==> config.mk <==
export PLATFORM = sky130hd
export DESIGN_NAME = qrs_div
export DESIGN_NICKNAME = d
export VERILOG_FILES = /design/src/rtl/assert_macros.svh /design/src/rtl/qrs_div.sv
export SDC_FILE = /design/constraint.sdc
export NUM_CORES = 2
export LEC_CHECK = 0
export ABC_AREA = 0
export BUFFER_PORTS_ARGS = -buffer_cell sky130_fd_sc_hd__clkbuf_2
export CORE_MARGIN = 5
export CORE_UTILIZATION = 35
export DETAILED_ROUTE_END_ITERATION = 7
export SYNTH_ARGS = -nofsm -noshare
export SYNTH_HDL_FRONTEND = slang
export SYNTH_MEMORY_MAX_BITS = 65536
export SYNTH_SLANG_ARGS = --single-unit
==> constraint.sdc <==
create_clock -name clk -period 6.4 [get_ports clk]
set_input_delay 0.32 -clock clk [delete_from_list [all_inputs] [get_ports clk]]
set_output_delay 0.32 -clock clk [all_outputs]
set_load 0.05 [all_outputs]
==> src/rtl/assert_macros.svh <==
// Assertion macros used by the RTL file that carries checks.
`ifndef ASSERT_MACROS_SVH
`define ASSERT_MACROS_SVH

// Consequent must hold in the same cycle as the antecedent.
`define ASSERT_IMPL(label, clk, rst, ante, cons) \
  label: assert property (@(posedge clk) disable iff (rst) (ante) |-> (cons)) \
    else $error("assertion failed");

// Expression must never be true out of reset.
`define ASSERT_NEVER(label, clk, rst, expr) \
  label: assert property (@(posedge clk) disable iff (rst) !(expr)) \
    else $error("assertion failed");

// Consequent must hold a fixed number of cycles after the antecedent.
`define ASSERT_DELAY(label, clk, rst, ante, dly, cons) \
  label: assert property (@(posedge clk) disable iff (rst) (ante) |-> ##dly (cons)) \
    else $error("assertion failed");

`endif

==> src/rtl/qrs_div.sv <==
// Pipelined restoring divider for one root, with clamp and sign.
module qrs_div #(
  parameter int W = 32,
  parameter int F = 16
) (
  input  logic           clk,
  input  logic           nneg,
  input  logic [W+1:0]   nmag,
  input  logic           aneg,
  input  logic [W-1:0]   amag,
  output logic [W-1:0]   root,
  output logic           sat
);
  localparam int NW = W + 2 + F;
  localparam int CW = 2 * W + F + 3;

  logic [NW-1:0] numer, hi;
  logic [W:0]    den;
  logic          ovf;

  always_comb begin
    numer = {nmag, {F{1'b0}}};
    den   = {amag, 1'b0};
    ovf   = (CW'(numer) >= (CW'(den) << W));
    hi    = numer >> W;
  end

  logic [W:0]   den_s [0:W];
  logic [W:0]   rem_s [0:W];
  logic [W-1:0] q_s   [0:W];
  logic [W-1:0] lo_s  [0:W];
  logic         neg_s [0:W];
  logic         ovf_s [0:W];

  always_ff @(posedge clk) begin
    den_s[0] <= den;
    rem_s[0] <= hi[W:0];
    q_s[0]   <= '0;
    lo_s[0]  <= numer[W-1:0];
    neg_s[0] <= nneg ^ aneg;
    ovf_s[0] <= ovf;
  end

  for (genvar j = 0; j < W; j++) begin : g_step
    logic [W+1:0] rs, diff;
    logic         ge;
    always_comb begin
      rs   = {rem_s[j], lo_s[j][W-1]};
      diff = rs - {1'b0, den_s[j]};
      ge   = (rs >= {1'b0, den_s[j]});
    end
    always_ff @(posedge clk) begin
      den_s[j+1] <= den_s[j];
      rem_s[j+1] <= ge ? diff[W:0] : rs[W:0];
      q_s[j+1]   <= {q_s[j][W-2:0], ge};
      lo_s[j+1]  <= lo_s[j] << 1;
      neg_s[j+1] <= neg_s[j];
      ovf_s[j+1] <= ovf_s[j];
    end
  end

  logic [W-1:0] lim, mag;
  logic         clamp;

  always_comb begin
    lim   = neg_s[W] ? {1'b1, {(W-1){1'b0}}} : {1'b0, {(W-1){1'b1}}};
    clamp = ovf_s[W] || (q_s[W] > lim);
    mag   = clamp ? lim : q_s[W];
  end

  always_ff @(posedge clk) begin
    root <= neg_s[W] ? (~mag + 1'b1) : mag;
    sat  <= clamp;
  end

endmodule

# [Word-level counts from Yosys, hierarchy flattened]
# Memories as Yosys holds them, arrays and structs flattened.
# Cells that the tools add are included.
[op_classes] bitwise_logic=2 n_mux=35 n_lt_le_gt_ge=34 addsub=33 n_reduce_logical=1
[op_table] op="$ge A34 B33 Y1" count=32
[op_table] op="$mux W33" count=32
[op_table] op="$sub A33 B33 Y33" count=32
[op_table] op="$mux W32" count=3
[op_table] op="$ge A50 B65 Y1" count=1
[op_table] op="$add A32 B1 Y32 const B" count=1
[op_table] op="$gt A32 B32 Y1" count=1
[op_table] op="$not A32 Y32" count=1
[op_table] op="$logic_or A1 B1 Y1" count=1
[op_table] op="$xor A1 B1 Y1" count=1
[totals] mem_bits_rw=4323 elab_cells=113 memories=6 out_inout_bits=33 ff_bits=33
[memory_table] name="den_s" depth=33 word_bits=33 read_ports=32 rd_ports_with_merged_regs=0 write_ports=33 line_no="qrs_div.sv:28" source="logic [W:0] den_s [0:W];"
[memory_table] name="rem_s" depth=33 word_bits=33 read_ports=32 rd_ports_with_merged_regs=0 write_ports=33 line_no="qrs_div.sv:29" source="logic [W:0] rem_s [0:W];"
[memory_table] name="q_s" depth=33 word_bits=32 read_ports=33 rd_ports_with_merged_regs=0 write_ports=33 line_no="qrs_div.sv:30" source="logic [W-1:0] q_s [0:W];"
[memory_table] name="lo_s" depth=33 word_bits=31 read_ports=32 rd_ports_with_merged_regs=0 write_ports=33 line_no="qrs_div.sv:31" source="logic [W-1:0] lo_s [0:W];"
[memory_table] name="neg_s" depth=33 word_bits=1 read_ports=33 rd_ports_with_merged_regs=0 write_ports=33 line_no="qrs_div.sv:32" source="logic neg_s [0:W];"
[memory_table] name="ovf_s" depth=33 word_bits=1 read_ports=33 rd_ports_with_merged_regs=0 write_ports=33 line_no="qrs_div.sv:33" source="logic ovf_s [0:W];"

# [Longest topological paths before layout]
# An unclocked memory read counts as a cell.
[depth] depth_word=8 mapped_depth=23 ltp_nobuf=21

# [Worst setup path after synthesis]
# No wires, ideal clock.
[synth_timing] path_type="register to register" start="memory neg_s[32][0], in the netlist neg_s[2][0]" end="register root[24]" stages_incl_launch_ff=19 synth_period_minus_slack_ns=4.979 slack_ns=1.421 t_arrival_ns=4.846 cell_sequence="dfxtp_1 clkbuf_1 inv_1 clkbuf_1 ha_1 nand4_1 or3_1 nor4_1 o21bai_1 clkbuf_1 o21ai_0 ha_1 nand3_1 or3_1 nor3_1 nand2_1 or3_1 a211oi_1 a21oi_1"
[synth_rtl] element="start, declared" line_no="qrs_div.sv:32"
[synth_rtl] element="end signal, assigned" line_no="qrs_div.sv:72" source="root <= neg_s[W] ? (~mag + 1'b1) : mag;"
[synth_rtl] element="end, declared" line_no="qrs_div.sv:11" source="output logic [W-1:0] root,"

==> impl_metrics.ini <==
[status]
status = finished clean

[critical_path]
critPathMostFrequentCell = a21oi_1
cp.arrival_ps = 5820
cp-end-kind = flop
critPathMaxFanout = 49
startpoint_type = flop
cp.required_ps = 7140
worstSetupPathType = flop to flop
reg2reg_slack_ps = 1310
path_cells = buf_12, ha_1, a21o_1, a21o_1, a21oi_1, o21a_1, o221ai_1, a21oi_1, o21bai_2, inv_1, a21boi_0, inv_1, ha_1, nand3_1, or3_1, nor3_1, nand2_1, or3_1, a211oi_1, a21oi_1
critPathSlowestCell = dfxtp_2
critical_path.max_stage_delay_ps = 660

[synthesis]
post_synth.cell_area_avg_um2 = 9.69
ys_async_sr_fraction_pct = 0
synth_top_family_by_area = compound AO/OA/AOI/OAI gates
synthDistinctLibCells = 84
muxShareOfSynthArea_pct = 3.83
synth_edf_count = 0
synth.cell_area_um2 = 119000
yosys.area_share.simple_pct = 10.5
synthAdderAreaFrac_pct = 11.7
yosysWarnings = 0
ys.flop_type = dfxtp_1
synth-compound-area-share_pct = 15.9
yosysTopAreaCellShare_pct = 47.4
synth_xor_area_share_pct = 5.94
synth_top_cell_by_area = dfxtp_1
seq_area_frac_synth_pct = 47.4
ys_ff_latch = 2813
synth.net_count = 13400
synthTopCellsByArea = dfxtp_1 (47%), ha_1 (11%), inv_1 (4.1%), a21oi_1 (3.8%), mux2_2 (3.6%)
synth_cells = 12300

[pwr]
combPwrFrac_pct = 38.2
internal-power_uw = 44200
clkPwrFrac_pct = 27.0
netSwitchingFraction_pct = 35.4
seqPwrFrac_pct = 34.9
power_leakage_uw = 0.0628
power_density_nw_per_um2 = 500
p_sw_uw = 24200
p_total_uw = 68400
ir_drop_mv = 0.235

[layout]
num-nets-final = 13800
num-fill-cells = 33200
design_area_um2 = 137000
area_growth_pct = 15.1
multi_input_area_um2 = 57000
final_common_cell = dfxtp_1
seq_area_um2 = 56300
post-route-util_pct = 40.4
layout_common_cells = dfxtp_1 (2812), inv_1 (1309), ha_1 (1059)
drive_gt1_share_pct = 8.95

[floorplanning]
die_area_um2 = 351000
ios = 102
rows = 214
die_w_um = 593
core_um2 = 339000
die_h_um = 593
start_util_pct = 35.1

[grt]
grt_use_total_pct = 15.2
grt_remaining_overflow = 0
grt_pass1_wl_um = 437000
grt_pass1_vias = 81200
grt_max_degree = 59
antenna_found_initial = 9

[route]
dr.max_layer_used = met5
wl_met1_um = 120000
drc = 0
wl_um = 276000
via_count = 83200
drtIter0Drc = 4418
dr_wl_met2_um = 133000
post_drt_wl_per_cell_um = 15.8
met3_length_um = 9880
via_per_inst = 4.77
antenna_left = 0
drtPass1Iterations = 6

[sta]
timing.fmax_ghz = 0.197
hold_ws_ps = 81.8
timing.max_slew.rel_slack_pct = 24.2
maxSlewViolCount = 0
setup_viol = 0
min_period_ps = 5090
skew_ps = 54.1
final_hold_viol_count = 0
fin_crit_sh_pct = 79.5
rsz0062_at_grt = no
tightest_slew_ps = 1130
final.setup.tns_ps = 0

[run]
drv_cap = 0

[clocking]
numCtsBuffers = 308
cts_resized = 0
post_cts_buffers = 0
htree_levels = 5
cts_hold_buf = 117
clkTransAtPathRegs_ps = 60
clock_path_buffers = 4
cts_tree = yes
insertion_delay_ps = 900
clock-sinks = 2813
clockRootBuffer = clkbuf_16

[placed_design]
dp_hpwl_um = 214000
place_area_um2 = 125000
gp_congestion = 0.915
io_buffers = 101

[worst_hold_path]
hold_path.class = input pin to flop
## kinds of logic (layout without fill, tap and decap cells)
logic type                 count (synthesis)  after routing
AOI/OAI and AO/OA                       3039           3039
DFF                                     2813           2813
and+or+nand+nor                         2603           2603
buffers and inverters                   1512           2123
adders and majority gates               1090           1090
xor gates and xnor gates                 806            806
muxes                                    407            407
other                                      0             16
## sequential cells by signal, indices dropped and copies added (netlist names)
register  flops
ovf_s        33
root         32
lo_s        136
rem_s      1026
den_s      1024
q_s         528
neg_s        33
sat           1
## path summary, 6_finish.rpt
path	startpoint	to	cells past startpoint
min	amag[16]	den_s[0][17]	2
max	neg_s[2][0]	root[24]	20
max reg2reg	neg_s[2][0]	root[24]	20
min reg2reg	lo_s[0][307]	lo_s[0][339]	0
## worst max-delay path, delay by kind of cell, from the launching register on
kind / cells / cell delay, ps
AOI/OAI and AO/OA: 10 / 1610
adders and majority gates: 2 / 460
buffers and inverters: 3 / 610
DFF: 1 / 660
and+or+nand+nor: 5 / 1560
## power groups by stage
stage	combinational, uW	sequential, uW	clock, uW
after detailed placement	25900	24200	0
after global routing	29300	24200	19800
final	26100	23900	18500
after global placement	25700	24300	0
after CTS	26100	23900	19000
after floorplan	20200	23300	0
## per-stage QoR
| stage | std cells | worst slack [ps] |
|---|---|---|
| 3_3_place_gp | 16800 | 1280 |
| 2_1_floorplan | 12300 | 1420 |
| 3_5_place_dp | 16800 | 1420 |
| 5_1_grt | 17400 | 995 |
| 6_report | 17400 | 1310 |
| 4_1_cts | 17400 | 1390 |
## layout make-up
type	instances	share of cell area, %
tap	4536	4.15
timing repair buffer	263	1.49
clock buffer	428	6.55
clock inverter	121	1.33
sequential	2813	41.2
antenna	16	0.0293
multi-input combinational	7945	41.7
inverter	1311	3.60
## routing by layer
layer  vias to the layer above  track usage, %
met4                         2            6.37
li1                      43100               -
met2                      1418            27.2
met3                       535            2.01
met1                     38100            18.3
met5                         -               0
## synth_stat cells, types with 35 or more instances
cell,number
dfxtp_1,2813
inv_1,1309
nor2_1,642
a211oi_1,77
o21bai_1,115
a21o_1,446
o21a_1,152
or3_1,35
nand4_1,136
o21ai_0,800
a31oi_1,90
nor3_1,179
nand2_1,838
xnor2_1,482
or2_2,49
clkbuf_1,173
mux2_2,383
nand3_1,137
xor2_1,324
nand2b_1,141
ha_1,1059
a21oi_1,904
nor4_1,75
o31ai_1,76
and3_1,77
a211o_1,42
nor2b_1,130
Note: power is estimated with default switching activity, not from simulation.
