==> src/rtl/assert_macros.svh <==
// Assertion macros used by the RTL file that carries checks.
`ifndef ASSERT_MACROS_SVH
`define ASSERT_MACROS_SVH

// Consequent must hold in the same cycle as the antecedent.
`define ASSERT_IMPL(label, clk, rst, ante, cons) \
  label: assert property (@(posedge clk) disable iff (rst) (ante) |-> (cons)) \
    else $error("assertion failed");

// Expression must never be true out of reset.
`define ASSERT_NEVER(label, clk, rst, expr) \
  label: assert property (@(posedge clk) disable iff (rst) !(expr)) \
    else $error("assertion failed");

// Consequent must hold a fixed number of cycles after the antecedent.
`define ASSERT_DELAY(label, clk, rst, ante, dly, cons) \
  label: assert property (@(posedge clk) disable iff (rst) (ante) |-> ##dly (cons)) \
    else $error("assertion failed");

`endif

==> src/rtl/qrs_sqrt.sv <==
// Pipelined integer square root, one result bit per stage.
module qrs_sqrt #(
  parameter int W  = 32,
  parameter int SW = 8
) (
  input  logic              clk,
  input  logic              rst,
  input  logic              in_valid,
  input  logic [2*W+1:0]    d_in,
  input  logic [SW-1:0]     side_in,
  output logic              out_valid,
  output logic [W:0]        root,
  output logic [SW-1:0]     side_out
);
  localparam int DW = 2 * W + 2;
  localparam int RW = W + 1;

  logic          v_s [0:RW];
  logic [DW-1:0] d_s [0:RW];
  logic [RW+1:0] r_s [0:RW];
  logic [RW-1:0] q_s [0:RW];
  logic [SW-1:0] x_s [0:RW];

  assign v_s[0] = in_valid;
  assign d_s[0] = d_in;
  assign r_s[0] = '0;
  assign q_s[0] = '0;
  assign x_s[0] = side_in;

  for (genvar i = 0; i < RW; i++) begin : g_step
    logic [RW+1:0] rs, trial;
    logic          ge;
    always_comb begin
      rs    = {r_s[i][RW-1:0], d_s[i][DW-1 -: 2]};
      trial = {q_s[i], 2'b01};
      ge    = (rs >= trial);
    end
    always_ff @(posedge clk) begin
      if (rst) begin
        v_s[i+1] <= 1'b0;
      end else begin
        v_s[i+1] <= v_s[i];
      end
      d_s[i+1] <= d_s[i] << 2;
      r_s[i+1] <= ge ? (rs - trial) : rs;
      q_s[i+1] <= {q_s[i][RW-2:0], ge};
      x_s[i+1] <= x_s[i];
    end
  end

  assign out_valid = v_s[RW];
  assign root      = q_s[RW];
  assign side_out  = x_s[RW];

endmodule

==> config.mk <==
export PLATFORM = sky130hd
export DESIGN_NAME = qrs_sqrt
export DESIGN_NICKNAME = d
export VERILOG_FILES = /design/src/rtl/assert_macros.svh /design/src/rtl/qrs_sqrt.sv
export SDC_FILE = /design/constraint.sdc
export NUM_CORES = 2
export LEC_CHECK = 0
export ABC_CLOCK_PERIOD_IN_PS = 4100
export BUFFER_PORTS_ARGS = -buffer_cell sky130_fd_sc_hd__buf_2
export CORE_MARGIN = 3
export CORE_UTILIZATION = 60
export CTS_CLUSTER_DIAMETER = 200
export CTS_CLUSTER_SIZE = 8
export DETAILED_ROUTE_END_ITERATION = 10
export GPL_TIMING_DRIVEN = 0
export PLACE_DENSITY = 0.84
export SLEW_MARGIN = 10
export SYNTH_ARGS = -nofsm -noshare
export SYNTH_HDL_FRONTEND = slang
export SYNTH_SLANG_ARGS = --single-unit
export TNS_END_PERCENT = 100
==> constraint.sdc <==
create_clock -name clk -period 4.1 [get_ports clk]
set_input_delay 0.615 -clock clk [delete_from_list [all_inputs] [get_ports clk]]
set_output_delay 0.615 -clock clk [all_outputs]
set_load 0.1 [all_outputs]
# == Word-level counts from Yosys, hierarchy flattened ==
# Index checks and enable logic that the tools add are counted.
# totals
ff_bits,2940
latch_bits,0
ramBits,0
rom_bits,0
input_bits,77
output_inout_bits,42
elab_cells,261
memories,0
# op_classes
addsub,32
n_mul,0
div,0
order_cmp,33
eq_ne,0
shifts,0
muxes,32
bitwise,0
n_reduce_logical,0
# ops
cell,count
$mux W33,31
$ge A35 B10 Y1,1
$ge A35 B11 Y1,1
$ge A35 B12 Y1,1
$ge A35 B13 Y1,1
$ge A35 B14 Y1,1
$ge A35 B15 Y1,1
$ge A35 B16 Y1,1
$ge A35 B17 Y1,1
$ge A35 B18 Y1,1
$ge A35 B19 Y1,1
$ge A35 B20 Y1,1
$ge A35 B21 Y1,1
$ge A35 B22 Y1,1
$ge A35 B23 Y1,1
$ge A35 B24 Y1,1
$ge A35 B25 Y1,1
$ge A35 B26 Y1,1
$ge A35 B27 Y1,1
$ge A35 B28 Y1,1
$ge A35 B29 Y1,1
$ge A35 B3 Y1,1
$ge A35 B30 Y1,1
$ge A35 B31 Y1,1
43 further kinds,43

# == Depth between registers and ports, before layout ==
# depth
ltp_word,2
ltp_mapped,14
depth_no_buf,12

# == Least setup slack after synthesis ==
# OpenSTA, ideal clock, no wires.
# synth_path
path_kind,register to register
from,"register q_s, in the netlist g_step[24].trial[2]"
to,"register r_s, in the netlist g_step[25].rs[27]"
t_arrival_ps,3057
slack_ps,922
stages_incl_launch_ff,13
period_less_slack_ps,3178
path_cell_list,dfxtp_1 > inv_1 > ha_1 > o21a_1 > o21ai_0 > a21o_1 > a21oi_1 > o2111a_1 > or3_1 > a211oi_2 > nand2_1 > clkbuf_1 > mux2_2
# synth_between
elab_chain_cells,2
# synth_rtl
item,line_no,text
"start, declared",qrs_sqrt.sv:21,logic [RW-1:0] q_s [0:RW];
"start signal, assigned by index",qrs_sqrt.sv:46,"q_s[i+1] <= {q_s[i][RW-2:0], ge};"
$ge A35 B26 Y1,qrs_sqrt.sv:36,ge = (rs >= trial);
named net g_step[24].ge,qrs_sqrt.sv:32,logic ge;
$mux W33,qrs_sqrt.sv:45,r_s[i+1] <= ge ? (rs - trial) : rs;
"end signal, assigned by index",qrs_sqrt.sv:45,
"end, declared",qrs_sqrt.sv:20,logic [RW+1:0] r_s [0:RW];
# The timed path passes the listed nets, and every way through them passes these cells.
# A chain may end at the register's enable or synchronous reset.

# == Worst setup path in the final report ==
# layout_path
from,"register q_s, in the netlist g_step[25].trial[2]"
to,"register r_s, in the netlist g_step[26].rs[16]"
# layout_between
elab_chain_cells,2
# layout_rtl
item,line_no
$sub A33 B27 Y33 or $ge A35 B27 Y1 (tied branches),"qrs_sqrt.sv:45, qrs_sqrt.sv:36"
$mux W33 (*),qrs_sqrt.sv:45
# Mark *: on every way between the ends. The rest lies on a longest branch, timed or not.

==> results.toml <==
[outcome]
status = "completed"

[clock_network]
clock-sinks = 2922
path_clk_slew_ps = 50
cts_tree = "built"
clkLatencyLatePin_ps = 970
cts_max_path_buffers = 4
cts_inserted_buffers = 415
htree_levels = 5
cts_root_buffer = "clkbuf_16"

[sta]
hold_viol = 0
grt_setup_unrepaired = "no"
clock-skew-final_ps = 80.3
slew_headroom = 0.309
drv_slew = 0
min_period_ps = 3920
fin_crit_sh = 0.955
max_freq_ghz = 0.255
tightest_slew_ps = 1020
setup_violations = 0
fin_ws_ps = 183

[routing]
viasPerCell = 5.56
drt-total-wl_um = 235000
drc = 0
final_antenna_net_count = 0
drt_iter0_markers = 4922
vias = 71700
drt-pass1-iter-count = 6
wire_per_inst_um = 18.2

[worst_setup_path]
worstPathRequired_ps = 4910
crit_type = "register to register"
crit_fanout = 10
start_kind = "register"
arrival_ps = 4730
endpoint_kind = "register"

[final_layout]
n_fill_cell = 12500
final_cell_mix = "2922 x dfxtp_1, 786 x inv_1, 626 x nor2_1"
multi_input_area_mm2 = 0.0413
final_nets = 11300
fin_cells = 12900
final_common_cell = "dfxtp_1"
syn2layout_area_growth_pct = 14.5
seq_area_mm2 = 0.0585
drive_gt1_frac = 0.0811

[floorplan]
core.rowCount = 151
chipWidth_um = 421
die_area_mm2 = 0.177
die_h_um = 421
core_area_mm2 = 0.170
io_pins = 119
start_util = 0.607

[power_and_ir_drop]
finalPower_w = 0.0782
leakagePower_nw = 55.7
p_per_area_mw_per_mm2 = 660
ir_drop_mv = 0.646

[synthesis]
synth_compound_area_frac = 0.120
synth_xor_area_frac = 0.0650
synth-edff-count = 0
synthMuxAreaShare = 0.0171
synth_top_family_by_area = "simple AND/OR/NAND/NOR gates"
ys.flop_type = "dfxtp_1"
synth_fa_ha_area_frac = 0.0719
yosys_warnings = 0
seq_area_frac_synth = 0.565
synth-simple-area-share = 0.124
netlist_area_mm2 = 0.103
yosysUniqueCellTypes = 95
ys_ff_latch = 2922
synth-async-reset-ratio = 0
syn_inst = 9974
syn_nets = 10600
syn_area_per_cell_um2 = 10.4

[global_route]
antenna_found_initial = 3
overflow = 0
track_usage = 0.257
grt_pass1_wl_um = 373000
first_global_vias = 72300
grt_start_max_net_pins = 17

[placement]
pre_cts_ws_ps = -366
placed_cells = 12400
port_buffers = 118
hpwlAfterDp_um = 167000
gp_routability_congestion = 0.944

[run]
drv_cap = 0

[worst_hold_path]
hold_class = "register to register"
==> cell usage after synthesis, types with 14 or more instances <==
cell type	number	share of area
a2111oi_0	19	0.0016
a211o_1	17	0.0014
a211oi_1	58	0.0042
a21boi_0	40	0.0029
a21o_1	228	0.017
a21oi_1	603	0.029
a31o_2	17	0.0014
a31oi_1	42	0.0025
and2_1	35	0.0021
and3_1	60	0.0036
and4_1	22	0.0019
buf_2	16	0.00077
clkbuf_1	154	0.0056
dfxtp_1	2922	0.57
ha_1	595	0.072
inv_1	786	0.029
mux2_2	138	0.015
mux2i_1	22	0.0021
nand2_1	622	0.023
nand2b_1	107	0.0065
nand3_1	164	0.0079
nand3b_1	27	0.0020
nand4_1	100	0.0060
nor2_1	627	0.023
nor2b_1	119	0.0072
nor3_1	276	0.013
nor3b_1	24	0.0017
nor4_1	114	0.0069
nor4b_1	17	0.0014
o2111ai_1	16	0.0014
o211ai_1	43	0.0031
o21a_1	141	0.010
o21ai_0	458	0.022
o21bai_1	57	0.0041
o31a_1	14	0.0012
o31ai_1	85	0.0062
or2_2	50	0.0030
or3_1	115	0.0070
or4_1	57	0.0041
xnor2_1	379	0.032
xor2_1	389	0.033
==> cells by family after synthesis <==
| logic type | after synthesis |
|---|---|
| adder cells (fa/ha/maj) | 595 |
| multiplexers | 160 |
| AND/OR/NAND/NOR | 2575 |
| XOR/XNOR | 768 |
| buffers and inverters | 979 |
| flip-flops | 2922 |
| AO/OA/AOI/OAI | 1974 |
| other | 1 |
==> worst max-delay path: stages (launching register included) <==
cell	delay (ps)
dfxtp_1	380
inv_1	60
ha_1	340
o21a_1	180
o21ai_0	150
a211oi_1	450
o221ai_1	270
nand3b_1	290
o21ba_2	300
o211a_1	210
clkbuf_1	160
clkinv_1	250
clkbuf_1	440
nor2_1	70
a21oi_1	200
==> flip-flops by register name (all words and copies together), names as in the netlist <==
register	flops
x_s	256
v_s	32
d_s	1056
g_step.rs	1008
out_valid	1
g_step.trial	528
root	33
side_out	8
==> metal layers <==
layer | vias up | routed length, um | track usage | share of wire
met5 | - | 13 | 0 | 0.000055
met4 | 2 | 9240 | 0.109 | 0.039
met3 | 609 | 11200 | 0.0379 | 0.048
met2 | 2048 | 117000 | 0.457 | 0.50
met1 | 33800 | 97700 | 0.310 | 0.42
li1 | 35200 | - | - | -
==> power by group <==
group	total (W)	leakage [nW]	switching [W]	internal [W]
sequential	0.0362	24.5	0.00326	0.0329
combinational	0.0133	25.9	0.00761	0.00571
clock	0.0287	5.24	0.0110	0.0177
==> timing repair <==
action / CTS / global route
setup endpoints to repair: 53 / 243
buffers inserted: 0 / 4
hold buffers: 77 / 0
pin swaps: 0 / 2
gates resized for setup: 8 / 44
endpoints found under the hold margin: 79 / 0
==> cell type report <==
type,instances,share of cell area
diodes,2,0.0000422
plain buffers,188,0.00667
clock buffers,418,0.0883
clock inverters,12,0.00155
inverters,791,0.0251
multi-input cells,6073,0.349
flip-flops and latches,2922,0.494
well taps,2295,0.0242
repair buffers,199,0.0117
==> metrics by stage <==
step	util	hold WS, ps	instance area (um^2)	TNS (ps)
after CTS	0.695	231	118000	0
after detailed placement	0.628	312	107000	-6200
final	0.695	281	119000	0
after global routing	0.695	273	119000	0
after global placement	0.628	309	107000	-4240
after floorplan	-	310	103000	0
==> final timing paths <==
path / start / to / slack [ps] / depth (start not counted)
hold reg to reg: d_s[969]$_DFF_P_ / d_s[905]$_DFF_P_ / 280 / 0
hold / removal: d_s[969]$_DFF_P_ / d_s[905]$_DFF_P_ / 280 / 0
setup reg to reg: g_step[25].trial[2]$_DFF_P_ / g_step[26].rs[16]$_DFF_P_ / 180 / 14
setup / recovery: g_step[25].trial[2]$_DFF_P_ / g_step[26].rs[16]$_DFF_P_ / 180 / 14
Note: power is estimated with default switching activity, not from simulation.
